## src/rtl/pba_ram.sv

```systemverilog
`default_nettype none

module pba_ram #(
    parameter int WIDTH = 32,
    parameter int DEPTH = 128,
    localparam int AW = (DEPTH > 1) ? $clog2(DEPTH) : 1
) (
    input  wire logic             clk,
    input  wire logic             we,
    input  wire logic [AW-1:0]    waddr,
    input  wire logic [WIDTH-1:0] wdata,
    input  wire logic [AW-1:0]    raddr,
    output logic      [WIDTH-1:0] rdata
);

    logic [WIDTH-1:0] mem [DEPTH];

    always_ff @(posedge clk)
    begin
        if (we)
        begin
            mem[waddr] <= wdata;
        end
        rdata <= mem[raddr];
    end

endmodule

`default_nettype wire

```

## config.mk

```make
export PLATFORM = sky130hd
export DESIGN_NAME = pba_ram
export DESIGN_NICKNAME = d
export VERILOG_FILES = /design/src/rtl/pba_ram.sv
export SDC_FILE = /design/constraint.sdc
export NUM_CORES = 2
export LEC_CHECK = 0
export BUFFER_PORTS_ARGS = -buffer_cell sky130_fd_sc_hd__buf_2
export CAP_MARGIN = 40
export CORE_UTILIZATION = 63
export CTS_CLUSTER_DIAMETER = 100
export CTS_CLUSTER_SIZE = 10
export DETAILED_ROUTE_END_ITERATION = 10
export PLACE_DENSITY = 0.79
export RECOVER_POWER = 25
export SYNTH_ARGS = -nofsm -noshare
export SYNTH_HDL_FRONTEND = slang
export SYNTH_SLANG_ARGS = --single-unit
export TNS_END_PERCENT = 20
```

## constraint.sdc

```tcl
create_clock -name clk -period 4.8 [get_ports clk]
set_input_delay 0.48 -clock clk [delete_from_list [all_inputs] [get_ports clk]]
set_output_delay 0.48 -clock clk [all_outputs]
set_load 0.03 [all_outputs]
```

==> impl_results.md <==
- Latest clock arrival within the worst-skew pair: 1.05 ns
- Share of cells above drive strength 1: 35.4%
- Final hold vios: 0
- Slowest cell on crit path: clkbuf_1
- Async set-reset flop share out of synthesis: 0%
- Max_cap viols: 29
- Dpl cell area: 164,000 sq um
- Multi-input gate area: 32,300 sq um
- WS Path Type: input pin to flip-flop
- Power Density: 428 nW/um^2
- # port buffers: 79
- DP Worst Slack: 0.773 ns
- CP endpoint kind: flip-flop
- Post-synthesis instance area: 156,000 sq um
- Largest net degree at the start of global routing: 97
- Final WL: 491,000 um
- Final setup viols: 0
- Max stage delay on crit path: 3.21 ns
- Cell family with most CP delay: buffers and inverters
- Filler instances: 12,231
- Worst EP required: 4.86 ns
- Synth Flop Type: edfxtp_1
- Status: complete, but fails checks
- Psw: 16.8 mW
- CTS Root Cell: clkbuf_16
- Final Slew Violations: 1,965
- Post-synth top cells: edfxtp_1 (4,096), mux4_2 (1,344), clkbuf_1 (182)
- Vias in the first global route: 78,446
- Buf/Inv on CP: 2
- Worst Setup Slack, final: 0.779 ns
- CP startpoint kind: input pin
- HP Class: input pin to flip-flop
- Crit share post-route: 83.8%
- # rows: 182
- Net count, final: 6,628
- Most frequent cell after synthesis: edfxtp_1
- Post-synth EDFFs: 4,096
- Highest Clock Rate: 0.249 GHz
- Final Core Density: 71.8%
- Worst slew margin: -211%
- Post-CTS Setup Repair Bufs: 0
- Global route overflow: 0
- Switching part of the total: 22.2%
- TritonRoute pass-1 iters: 6
- 1st-iter DRT viols: 16,507
- Synth area leaders: edfxtp_1 (79%), mux4_2 (19%), clkbuf_1 (0.44%), dfxtp_1 (0.41%), nor2_1 (0.29%)
- Max clock buf depth: 4
- Vias per Instance: 7.78
- CTS clk-pin slew, worst paths: 0.05 ns
- Leakage: 54.3 nW
- Register area: 124,000 sq um
- Syn nets: 6,038
- Worst-path fanout max: 81
- Hold WS: 0.0691 ns
- FF-to-FF setup slack: 1.94 ns
- Avg Cell Area, Syn: 26.1 sq um
- Combinational share of power: 5.8%
- Initial antenna violation count: 91
- H-Tree Depth: 5
- Routed wire per std cell: 48.6 um
- Seq cells post-synth: 4,128
- Sequential fraction of the synthesis area: 79.1%
- DP Wirelength: 246,000 um
- Core area: 246,000 sq um
- WP data arrival: 4.09 ns
- Post-Syn Instances: 5,990
- Final instance area: 177,000 sq um
- IO Pins: 80
- Initial Util: 63.5%
- Area growth, synth to finish: 13.1%
- Int Power: 58.9 mW
- Register share of total power: 52.9%
- Maximum VDD drop: 376 uV
- TritonCTS clock tree: yes
- Total negative setup slack: 0 ns
- Die W: 500 um
- Total CTS buffers: 463
- Failing checks: max-capacitance violations, max-slew violations
- Unrepaired setup endpoints after global routing: no
- Clock tree sinks: 4,128
- Cell variety after synth: 17
- Synth area leader: edfxtp_1
- Die Area: 250,000 sq um
- First-pass GRT wire length: 660,000 um
- DRC Markers: 0
- Synth top area share: 78.7%
- Setup Skew: 0.107 ns
- Vias: 78,584
- Crit-path cells: buf_4 -> clkbuf_1
- Post-cts resize count: 0
- Total Routing Usage GR: 39.6%
- Final RePlAce weighted congestion: 0.864
- Die height: 500 um
- Least-Margin Pin Slew: 4.66 ns
- ANT nets after route: 0
- Crit path time final: 4.02 ns
- Clock Power Share: 41.3%
- YS warnings: 0
power by group through the flow:
| stage | Combinational [mW] | Clock, mW | Sequential, mW |
|---|---|---|---|
| 4_1_cts | 4.21 | 31.2 | 40.0 |
| 6_report | 4.36 | 31.3 | 40.1 |
| 2_1_floorplan | 1.92 | 0 | 40.7 |
| 3_5_place_dp | 4.01 | 0 | 40.7 |
| 5_1_grt | 4.33 | 32.3 | 40.0 |
| 3_3_place_gp | 3.87 | 0 | 40.7 |
repair_timing:
| action | 4_1_cts | 5_1_grt |
|---|---|---|
| endpoints found under the setup margin | 0 | 0 |
| hold endpoints to repair | 51 | 0 |
| hold buffers | 7 | 0 |
flip-flops by register name (all words and copies together), names as in the netlist:
name and flops:
mem 4096, rdata 32
worst reg2reg max path, stage by stage (launching register included):
cell and delay [ns]:
edfxtp_1 0.44, mux4_2 0.56, mux4_2 0.70, mux4_2 0.74, mux2_2 0.36
layer usage:
| layer | share of wire [%] | GRT usage, % | up-vias |
|---|---|---|---|
| li1 | - | - | 27412 |
| met1 | 29 | 48.8 | 40378 |
| met2 | 47 | 61.4 | 8811 |
| met3 | 15 | 11.1 | 1919 |
| met4 | 8.7 | 27.9 | 64 |
| met5 | 0.11 | 0 | - |
final cells by class:
| cell class | instances | area share (%) |
|---|---|---|
| diodes | 64 | 0.0906 |
| well taps | 3312 | 2.34 |
| multi-input cells | 1546 | 18.3 |
| flip-flops and latches | 4128 | 69.9 |
| repair buffers | 441 | 2.38 |
| clock buffers | 599 | 6.90 |
| clock inverters | 9 | 0.0672 |
layout by cell type (no fill, tap or decap), types with 4 or more instances in the layout:
master         instances
buf_12                60
buf_16                16
buf_2                 41
buf_4                273
buf_8                  7
clkbuf_1             167
clkbuf_16            468
dfxtp_1               32
diode_2               64
dlygate4sd3_1          7
edfxtp_1            4096
inv_6                  6
mux2_2                32
mux4_2              1344
nand2_1               14
nand3_1                8
nand3_2                4
nor2_4               119
nor2b_1                7
nor3_2                 9
through the flow:
| stage | total power [mW] | instances |
|---|---|---|
| floorplan | 42.6 | 5990 |
| global placement | 44.6 | 9388 |
| detailed placement | 44.7 | 9414 |
| CTS | 75.4 | 10029 |
| global route | 76.7 | 10065 |
| finish | 75.7 | 10099 |
logic make-up (layout without fill, tap and decap cells):
group | Yosys count | in the layout | share of synthesized area [%]
flip-flops | 4128 | 4128 | 79.1
multiplexers | 1376 | 1376 | 19.6
buffers and inverters | 316 | 1049 | 0.839
AND/OR/NAND/NOR | 170 | 170 | 0.446
other | 0 | 64 | 0
path summary, 6_finish.rpt:
kind          startpoint          end  cells after the start
min            wdata[20]  mem[72][20]                      2
max reg2reg  mem[60][11]    rdata[11]                      4
min reg2reg  mem[13][17]    rdata[17]                      4
max            wdata[10]  mem[86][10]                      2
Power figures use the tool's default switching activity.
