--- src/rtl/pba_pkg.sv ---
`default_nettype none

package pba_pkg;

    localparam int NUM_WORDS      = 128;
    localparam int RESERVED_WORDS = 40;

    localparam int BITS_PER_WORD = 32;
    localparam int BIT_AW        = 5;
    localparam int PAGE_W        = 12;
    localparam int WORD_AW       = (NUM_WORDS > 1) ? $clog2(NUM_WORDS) : 1;
    localparam int RESV_CLAMP    = (RESERVED_WORDS > NUM_WORDS) ? NUM_WORDS : RESERVED_WORDS;
    localparam int NUM_PAGES     = NUM_WORDS * BITS_PER_WORD;

    localparam logic [BITS_PER_WORD-1:0] FULL_WORD = '1;

    localparam logic [1:0] ST_ALLOC = 2'd0;
    localparam logic [1:0] ST_FREED = 2'd1;
    localparam logic [1:0] ST_NONE  = 2'd2;
    localparam logic [1:0] ST_RANGE = 2'd3;

    typedef struct packed {
        logic              full;
        logic [BIT_AW-1:0] idx;
    } bitfind_t;

    function automatic logic [BITS_PER_WORD-1:0] reset_word(input logic [WORD_AW-1:0] w);
        return (int'(w) < RESV_CLAMP) ? FULL_WORD : '0;
    endfunction

endpackage

`default_nettype wire

--- src/rtl/pba_bitfind.sv ---
`default_nettype none

module pba_bitfind
    import pba_pkg::*;
(
    input  wire logic [BITS_PER_WORD-1:0] word,
    output bitfind_t                      res
);

    always_comb
    begin
        res.full = (word == FULL_WORD);
        res.idx  = BIT_AW'(BITS_PER_WORD - 1);
        for (int i = BITS_PER_WORD - 1; i >= 0; i--)
        begin
            if (!word[i])
            begin
                res.idx = BIT_AW'(i);
            end
        end
    end

endmodule

`default_nettype wire

--- config.mk ---
export PLATFORM = sky130hd
export DESIGN_NAME = pba_bitfind
export DESIGN_NICKNAME = d
export VERILOG_FILES = /design/src/rtl/pba_pkg.sv /design/src/rtl/pba_bitfind.sv
export SDC_FILE = /design/constraint.sdc
export NUM_CORES = 1
export LEC_CHECK = 0
export ABC_AREA = 1
export ABC_CLOCK_PERIOD_IN_PS = 1950
export BUFFER_PORTS_ARGS = -buffer_cell sky130_fd_sc_hd__buf_2
export CORE_AREA = 2 2 39 41
export DETAILED_ROUTE_END_ITERATION = 6
export DIE_AREA = 0 0 41 43
export PLACE_DENSITY = 0.6
export SYNTH_ARGS = -nofsm -noshare
export SYNTH_HDL_FRONTEND = slang
export SYNTH_SLANG_ARGS = --single-unit
--- constraint.sdc ---
create_clock -name vclk -period 1.95
set_clock_uncertainty 0.1 [all_clocks]
set_input_delay 0 -clock vclk [all_inputs]
set_output_delay 0 -clock vclk [all_outputs]
set_load 0.005 [all_outputs]
==> results of run 1 <==
-- power by group through the flow --
stage	registers (mW)	clock network, mW	logic (mW)
finish	0	0	0.0874
global route	0	0	0.102
CTS	0	0	0.0854
detailed placement	0	0	0.0850
global placement	0	0	0.0838
floorplan	0	0	0.0366
-- stage by stage --
step / utilization / setup TNS, ns / hold WS (ns)
final: 0.388 / 0 / 0.165
after global routing: 0.388 / -0.0402 / 0.181
after CTS: 0.377 / 0 / 0.169
after detailed placement: 0.377 / 0 / 0.169
after global placement: 0.377 / 0 / 0.166
after floorplan: - / 0 / -0.0617
-- metal layers --
layer  share of wire  vias to the layer above  GRT usage
met5               0                        -          0
met4               0                        0          0
met3           0.075                        0          0
met2            0.51                       19      0.213
met1            0.42                      235      0.161
li1                -                      315          -
-- cells in the mapped netlist --
library cell and number:
o21bai_1 1, nand3_1 1, a31oi_1 3, nand4_1 3, a31o_2 1, a21oi_2 1, a21oi_1 1, nor2_1 11
nor3_1 1, inv_1 3, nor4b_1 1, nand2_1 46
-- what timing repair did --
item	4_1_cts	5_1_grt
setup endpoints to repair	0	1
resized for setup	0	4
endpoints found under the hold margin	0	0
-- logic make-up (layout without fill, tap and decap cells) --
logic type | Yosys count | count (layout) | share of synthesized area
compound gates | 7 | 7 | 0.157
buf+inv | 3 | 41 | 0.0361
simple gates | 63 | 63 | 0.807
-- area by class of cell --
class | instances | area (um^2)
fillers | 166 | 847
multi-input cells | 70 | 303
well taps | 16 | 20.0
repair buffers | 38 | 203
inverters | 3 | 11.3
-- worst paths after layout --
kind	cells after the start	slack, ns	end	start
worst max-delay path	31	0.23	res[0]	word[29]
worst min-delay path	3	0.17	res[0]	word[1]
==> impl_metrics.ini, run 1 <==
[setup_path]
path_max_fanout = 3
path_class = in2out
start_kind = input port
crit_slowest_cell = buf_2
cp_common_cell = nand2_1
crit_buf_inv = 2
path_delay_family = simple AND/OR/NAND/NOR gates
required_ns = 1.85
cp-end-kind = output pin
max_stage_delay_ns = 0.11
worstPathArrival_ns = 1.62

[timing]
layout_min_cycle_time_ns = 1.72
worstMarginPinSlew_ns = 0.211
slew_violations = 0
fmax_mhz = 583
grt_setup_unrepaired = yes
fin_ws_ns = 0.234
relSlewSlack = 0.857
period_share = 0.880
hold_viol_final = 0
setup_viol = 0

[synth]
netlist_instances = 73
synth_nets = 105
synth_area_leaders = nand2_1 55%, nor2_1 13%, a31oi_1 6.0%, nand4_1 6.0%, inv_1 3.6%
seq_area_frac_synth = 0
synth_top_area_frac = 0.554
synthDistinctLibCells = 12
syn_avg_cell_area_um2 = 4.27
synth_area_um2 = 312
synth_warnings = 0
yosys.area.top_type = nand2_1

[power]
p_clk_frac = 0
power.density_nw_per_um2 = 163
irDropWorstVdd_mv = 0.0470
p_leak_nw = 0.315
finalPower_mw = 0.0874
sw_frac_of_total = 0.483
share_comb_of_total_power = 1.000
power.switching_mw = 0.0422
p_int_mw = 0.0452
seqPwrFrac = 0

[clock_tree]
post-cts-setup-buffers = 0
holdBufCountCts = 0

[finish]
num-clock-buffers = 0
drive_above_1_share = 0.378
ff_latch_area_um2 = 0
design_area_um2 = 537
nets = 145
seq_cells = 0
final_cell_mix = 45 x nand2_1, 36 x buf_2, 11 x nor2_1
final_common_cell = nand2_1
area_growth_pct = 72.3
instances_no_fill = 127
antenna_cells = 0

[routing]
drc = 0
wl_per_cell_um = 7.22
first_iter_violations = 6
ant_nets = 0
dr.pass1.iters = 4
wl_um = 917
viasPerCell = 4.48
vias = 569

[die]
io-pin-count = 38
start_util = 0.225
placementRows = 14
fp.dieW_um = 41
die_h_um = 43
core_um2 = 1380
die_area_um2 = 1760

[grt]
grt_first_pass_wirelength_um = 1600
grt_pass1_vias = 451
antenna_found_initial = 0
track_usage = 0.119
grt_max_degree = 4
overflow = 0

[placed_design]
portBuffers = 38
place_area_um2 = 522
place.detailed.hpwl_um = 854
dp_cells = 127
pre_cts_ws_ns = 0.199
globalplace.congestion = 0.719

[run_status]
status = completed

[job]
maxCapViolations = 0

[min_path]
worstHoldPathType = in2out
Note: power is estimated with default switching activity, not from simulation.
==> inputs of run 2 (changes only) <==
--- a/config.mk
+++ b/config.mk
@@ -5,13 +5,12 @@
 export SDC_FILE = /design/constraint.sdc
 export NUM_CORES = 1
 export LEC_CHECK = 0
-export ABC_AREA = 1
 export ABC_CLOCK_PERIOD_IN_PS = 1950
 export BUFFER_PORTS_ARGS = -buffer_cell sky130_fd_sc_hd__buf_2
 export CORE_AREA = 2 2 39 41
 export DETAILED_ROUTE_END_ITERATION = 6
 export DIE_AREA = 0 0 41 43
-export PLACE_DENSITY = 0.6
+export PLACE_DENSITY = 0.65
 export SYNTH_ARGS = -nofsm -noshare
 export SYNTH_HDL_FRONTEND = slang
 export SYNTH_SLANG_ARGS = --single-unit
==> impl_metrics.ini, run 2 <==
[finish]
final_core_util = 0.419
seq_cells = 0
ff_latch_area_um2 = 0
nets = 137
final_cell_mix = 38 x buf_2, 15 x nand2_1, 8 x a21oi_1
area_growth_pct = 56.9
instances_no_fill = 119
num-clock-buffers = 0
drive_above_1_share = 0.408
antenna_cells = 0
design_area_um2 = 579
final_common_cell = buf_2

[placed_design]
globalplace.congestion = 0.755
place_area_um2 = 579
pre_cts_ws_ns = 0.766
place.detailed.hpwl_um = 1150
portBuffers = 38
dp_cells = 119

[setup_path]
crit_start = word[7]
path_max_fanout = 4
worstPathArrival_ns = 1.07
cp.depth = 6
path_class = in2out
path_delay_family = simple AND/OR/NAND/NOR gates
start_kind = input port
cp_cell_sequence = buf_2 > nor2b_4 > o21ai_2 > or4b_1 > o221ai_1 > buf_2
crit_buf_inv = 2
max_stage_delay_ns = 0.44
required_ns = 1.85
crit_slowest_cell = or4b_1
cp_common_cell = buf_2
worstSetupEndpoint = res[0]
cp-end-kind = output pin

[run_status]
status = completed

[grt]
grt_first_pass_wirelength_um = 1940
track_usage = 0.147
grt_max_degree = 6
overflow = 0
antenna_found_initial = 0
grt_pass1_vias = 574

[synth]
yosys.area.top_type = nand2_1
netlist_instances = 65
syn_avg_cell_area_um2 = 5.68
yosysMostFrequentCell = nand2_1
synth_area_um2 = 369
synth_top_area_frac = 0.153
synth_common_cells = 15 x nand2_1, 8 x a21oi_1, 5 x inv_1
synth_area_leaders = nand2_1 15%, a21oi_1 11%, o221ai_1 7.1%, nand4_1 6.8%, inv_1 5.1%
synth_warnings = 0
seq_area_frac_synth = 0
synthDistinctLibCells = 26
synth_nets = 97

[timing]
slew_violations = 0
layout_min_cycle_time_ns = 1.17
relSlewSlack = 0.825
fin_hold_ws_ns = 0.241
period_share = 0.602
grt_setup_unrepaired = no
worstMarginPinSlew_ns = 0.260
hold_viol_final = 0
setup_viol = 0
fin_ws_ns = 0.775
fin_setup_tns_ns = 0
fmax_mhz = 851

[routing]
dr.pass1.iters = 4
wl_um = 1250
drc = 0
wl_per_cell_um = 10.5
ant_nets = 0
first_iter_violations = 12
viasPerCell = 5.33
vias = 634

[die]
die_area_um2 = 1760
core_um2 = 1380
die_h_um = 43
fp.dieW_um = 41
placementRows = 14
start_util = 0.267
io-pin-count = 38

[clock_tree]
holdBufCountCts = 0
cts_resized = 0
post-cts-setup-buffers = 0

[power]
seqPwrFrac = 0
share_comb_of_total_power = 1.000
power.density_nw_per_um2 = 152
p_clk_frac = 0
irDropWorstVdd_mv = 0.0615
sw_frac_of_total = 0.510
p_leak_nw = 0.299
power.switching_mw = 0.0450
p_int_mw = 0.0432
finalPower_mw = 0.0883

[job]
maxCapViolations = 0

[min_path]
worstHoldPathType = in2out
-- run 2: cell count changes in the layout (fill, tap and decap cells not counted), moves of 3 or more --
| cell | delta |
|---|---|
| nand2_1 | -30 |
| a21oi_1 | +7 |
| o221ai_1 | +3 |
| inv_1 | +3 |
| nor2_1 | -8 |
| o21ai_0 | +3 |
-- run 2: logic make-up (layout without fill, tap and decap cells) --
| group | Yosys count | in the layout | synth area share |
|---|---|---|---|
| buffers and inverters | 5 | 43 | 0.0509 |
| AND/OR/NAND/NOR | 40 | 40 | 0.603 |
| AO/OA/AOI/OAI | 20 | 20 | 0.346 |
-- run 2: worst min path at each step --
| stage | slack, ns | from | cells after the start | end |
|---|---|---|---|---|
| finish | 0.24 | word[0] | 4 | res[0] |
| global route | 0.28 | word[0] | 4 | res[0] |
| floorplan | -0.003 | word[0] | 2 | res[0] |
| global placement | 0.25 | word[0] | 4 | res[0] |
| CTS | 0.25 | word[0] | 4 | res[0] |
| detailed placement | 0.25 | word[0] | 4 | res[0] |
-- run 2: final cells by class --
| class | count | area, um^2 |
|---|---|---|
| timing repair buffer | 38 | 190 |
| inverter | 5 | 18.8 |
| multi-input combinational | 60 | 350 |
| tap | 16 | 20.0 |
| fill | 175 | 805 |
-- run 2: power by group through the flow --
stage                     logic, mW  clock network, mW  registers [mW]
final                        0.0883                  0               0
after global routing          0.101                  0               0
after CTS                    0.0891                  0               0
after detailed placement     0.0886                  0               0
after global placement       0.0873                  0               0
after floorplan              0.0330                  0               0
-- run 2: metal layers --
layer	GRT usage	share of wire	routed length, um	vias up
met5	0	0	0	-
met1	0.165	0.41	513	275
met3	0.0157	0.12	145	4
met4	0.0333	0.023	29	0
met2	0.272	0.45	563	34
li1	-	-	-	321
-- run 2: worst min-delay path, stage by stage --
cell and delay, ns:
buf_2 0.11, nand2_1 0.06, o221ai_1 0.06, buf_2 0.11
==> inputs of run 3 (changes only) <==
--- a/config.mk
+++ b/config.mk
@@ -5,7 +5,7 @@
 export SDC_FILE = /design/constraint.sdc
 export NUM_CORES = 1
 export LEC_CHECK = 0
-export ABC_CLOCK_PERIOD_IN_PS = 1950
+export ABC_CLOCK_PERIOD_IN_PS = 1100
 export BUFFER_PORTS_ARGS = -buffer_cell sky130_fd_sc_hd__buf_2
 export CORE_AREA = 2 2 39 41
 export DETAILED_ROUTE_END_ITERATION = 6
==> constraint.sdc (replaced) <==
create_clock -name vclk -period 1.1
set_clock_uncertainty 0.1 [all_clocks]
set_input_delay 0 -clock vclk [all_inputs]
set_output_delay 0 -clock vclk [all_outputs]
set_load 0.005 [all_outputs]
==> impl_metrics.ini, run 3 (synthesis gave the netlist of run 2 again) <==
[power]
seqPwrFrac = 0
p_clk_frac = 0
p_leak_nw = 0.343
power.switching_mw = 0.0877
share_comb_of_total_power = 1.000
p_int_mw = 0.104
power.density_nw_per_um2 = 283
irDropWorstVdd_mv = 0.145
sw_frac_of_total = 0.458

[finish]
final_cell_mix = 33 x buf_2, 14 x nand2_1, 8 x a21oi_1
final_core_util = 0.489
seq_cells = 0
ff_latch_area_um2 = 0
nets = 143
num-clock-buffers = 0
area_growth_pct = 83.4
drive_above_1_share = 0.477
final_common_cell = buf_2
antenna_cells = 0

[die]
start_util = 0.267
die_h_um = 43
io-pin-count = 38
die_area_um2 = 1760
core_um2 = 1380
placementRows = 14
fp.dieW_um = 41

[routing]
wl_um = 1300
ant_nets = 0
wl_per_cell_um = 10.4
vias = 657
drc = 0
viasPerCell = 5.26
first_iter_violations = 12
dr.pass1.iters = 6

[setup_path]
max_stage_delay_ns = 0.52
path_class = in2out
start_kind = input port
path_max_fanout = 3
cp_cell_sequence = buf_2 > nand2b_1 > a21boi_1 > or4b_4 > o221ai_2 > buf_2
cp_common_cell = buf_2
worstPathArrival_ns = 1.05
crit_slowest_cell = or4b_4
required_ns = 1.00
cp-end-kind = output pin

[timing]
fin_ws_ns = -0.0492
grt_setup_unrepaired = yes
hold_viol_final = 0
fin_hold_ws_ns = 0.238
layout_min_cycle_time_ns = 1.15
fin_setup_tns_ns = -0.0492
setup_viol = 1
worstMarginPinSlew_ns = 0.236
fmax_mhz = 870
period_share = 1.04
slew_violations = 0
relSlewSlack = 0.842

[grt]
overflow = 0
track_usage = 0.156
grt_pass1_vias = 573
antenna_found_initial = 0
grt_first_pass_wirelength_um = 2090
grt_max_degree = 6

[run_status]
failed_checks = negative setup slack
status = complete, but fails checks

[placed_design]
place.detailed.hpwl_um = 1140
portBuffers = 38
pre_cts_ws_ns = -0.0590
globalplace.congestion = 0.761

[job]
maxCapViolations = 0

[min_path]
worstHoldPathType = in2out
-- run 3: power groups by stage --
stage	clock, mW	sequential [mW]	combinational (mW)
4_1_cts	0	0	0.174
2_1_floorplan	0	0	0.0585
3_5_place_dp	0	0	0.173
3_3_place_gp	0	0	0.170
5_1_grt	0	0	0.214
6_report	0	0	0.192
-- run 3: per-stage QoR --
| stage | power, mW | cell area, um^2 | std cells |
|---|---|---|---|
| 4_1_cts | 0.174 | 624 | 125 |
| 3_5_place_dp | 0.173 | 624 | 125 |
| 6_report | 0.192 | 677 | 125 |
| 2_1_floorplan | 0.0585 | 369 | 65 |
| 5_1_grt | 0.214 | 677 | 125 |
| 3_3_place_gp | 0.170 | 624 | 125 |
-- run 3: path summary, 6_finish.rpt --
check	startpoint	endpoint	slack, ns	cells after the start
worst max-delay path	word[18]	res[0]	-0.05	6
worst min-delay path	word[1]	res[1]	0.24	4
-- run 3: repair_timing --
| action | 4_1_cts | 5_1_grt |
|---|---|---|
| resized for setup | 0 | 10 |
| setup buffers | 0 | 0 |
| pin swaps | 0 | 2 |
| hold buffers | 0 | 0 |
| endpoints found under the hold margin | 0 | 0 |
| setup endpoints to repair | 1 | 2 |
-- run 3: final cells by class --
class	count	area [um^2]
tap	16	20.0
inverter	5	18.8
multi-input combinational	60	368
fill	150	707
timing repair buffer	44	270
-- run 3: layer usage --
metal	vias to the layer above	global-route usage	part of all wire	routed length [um]
li1	334	-	-	-
met1	293	0.206	0.42	551
met2	30	0.284	0.47	616
met3	0	0	0.10	131
met4	0	0	0	0
met5	-	0	0	0
-- run 3: critical path, delay by kind of cell --
family	cells	cell delay [ns]
compound gates	2	0.20
simple gates	2	0.62
buf+inv	2	0.22
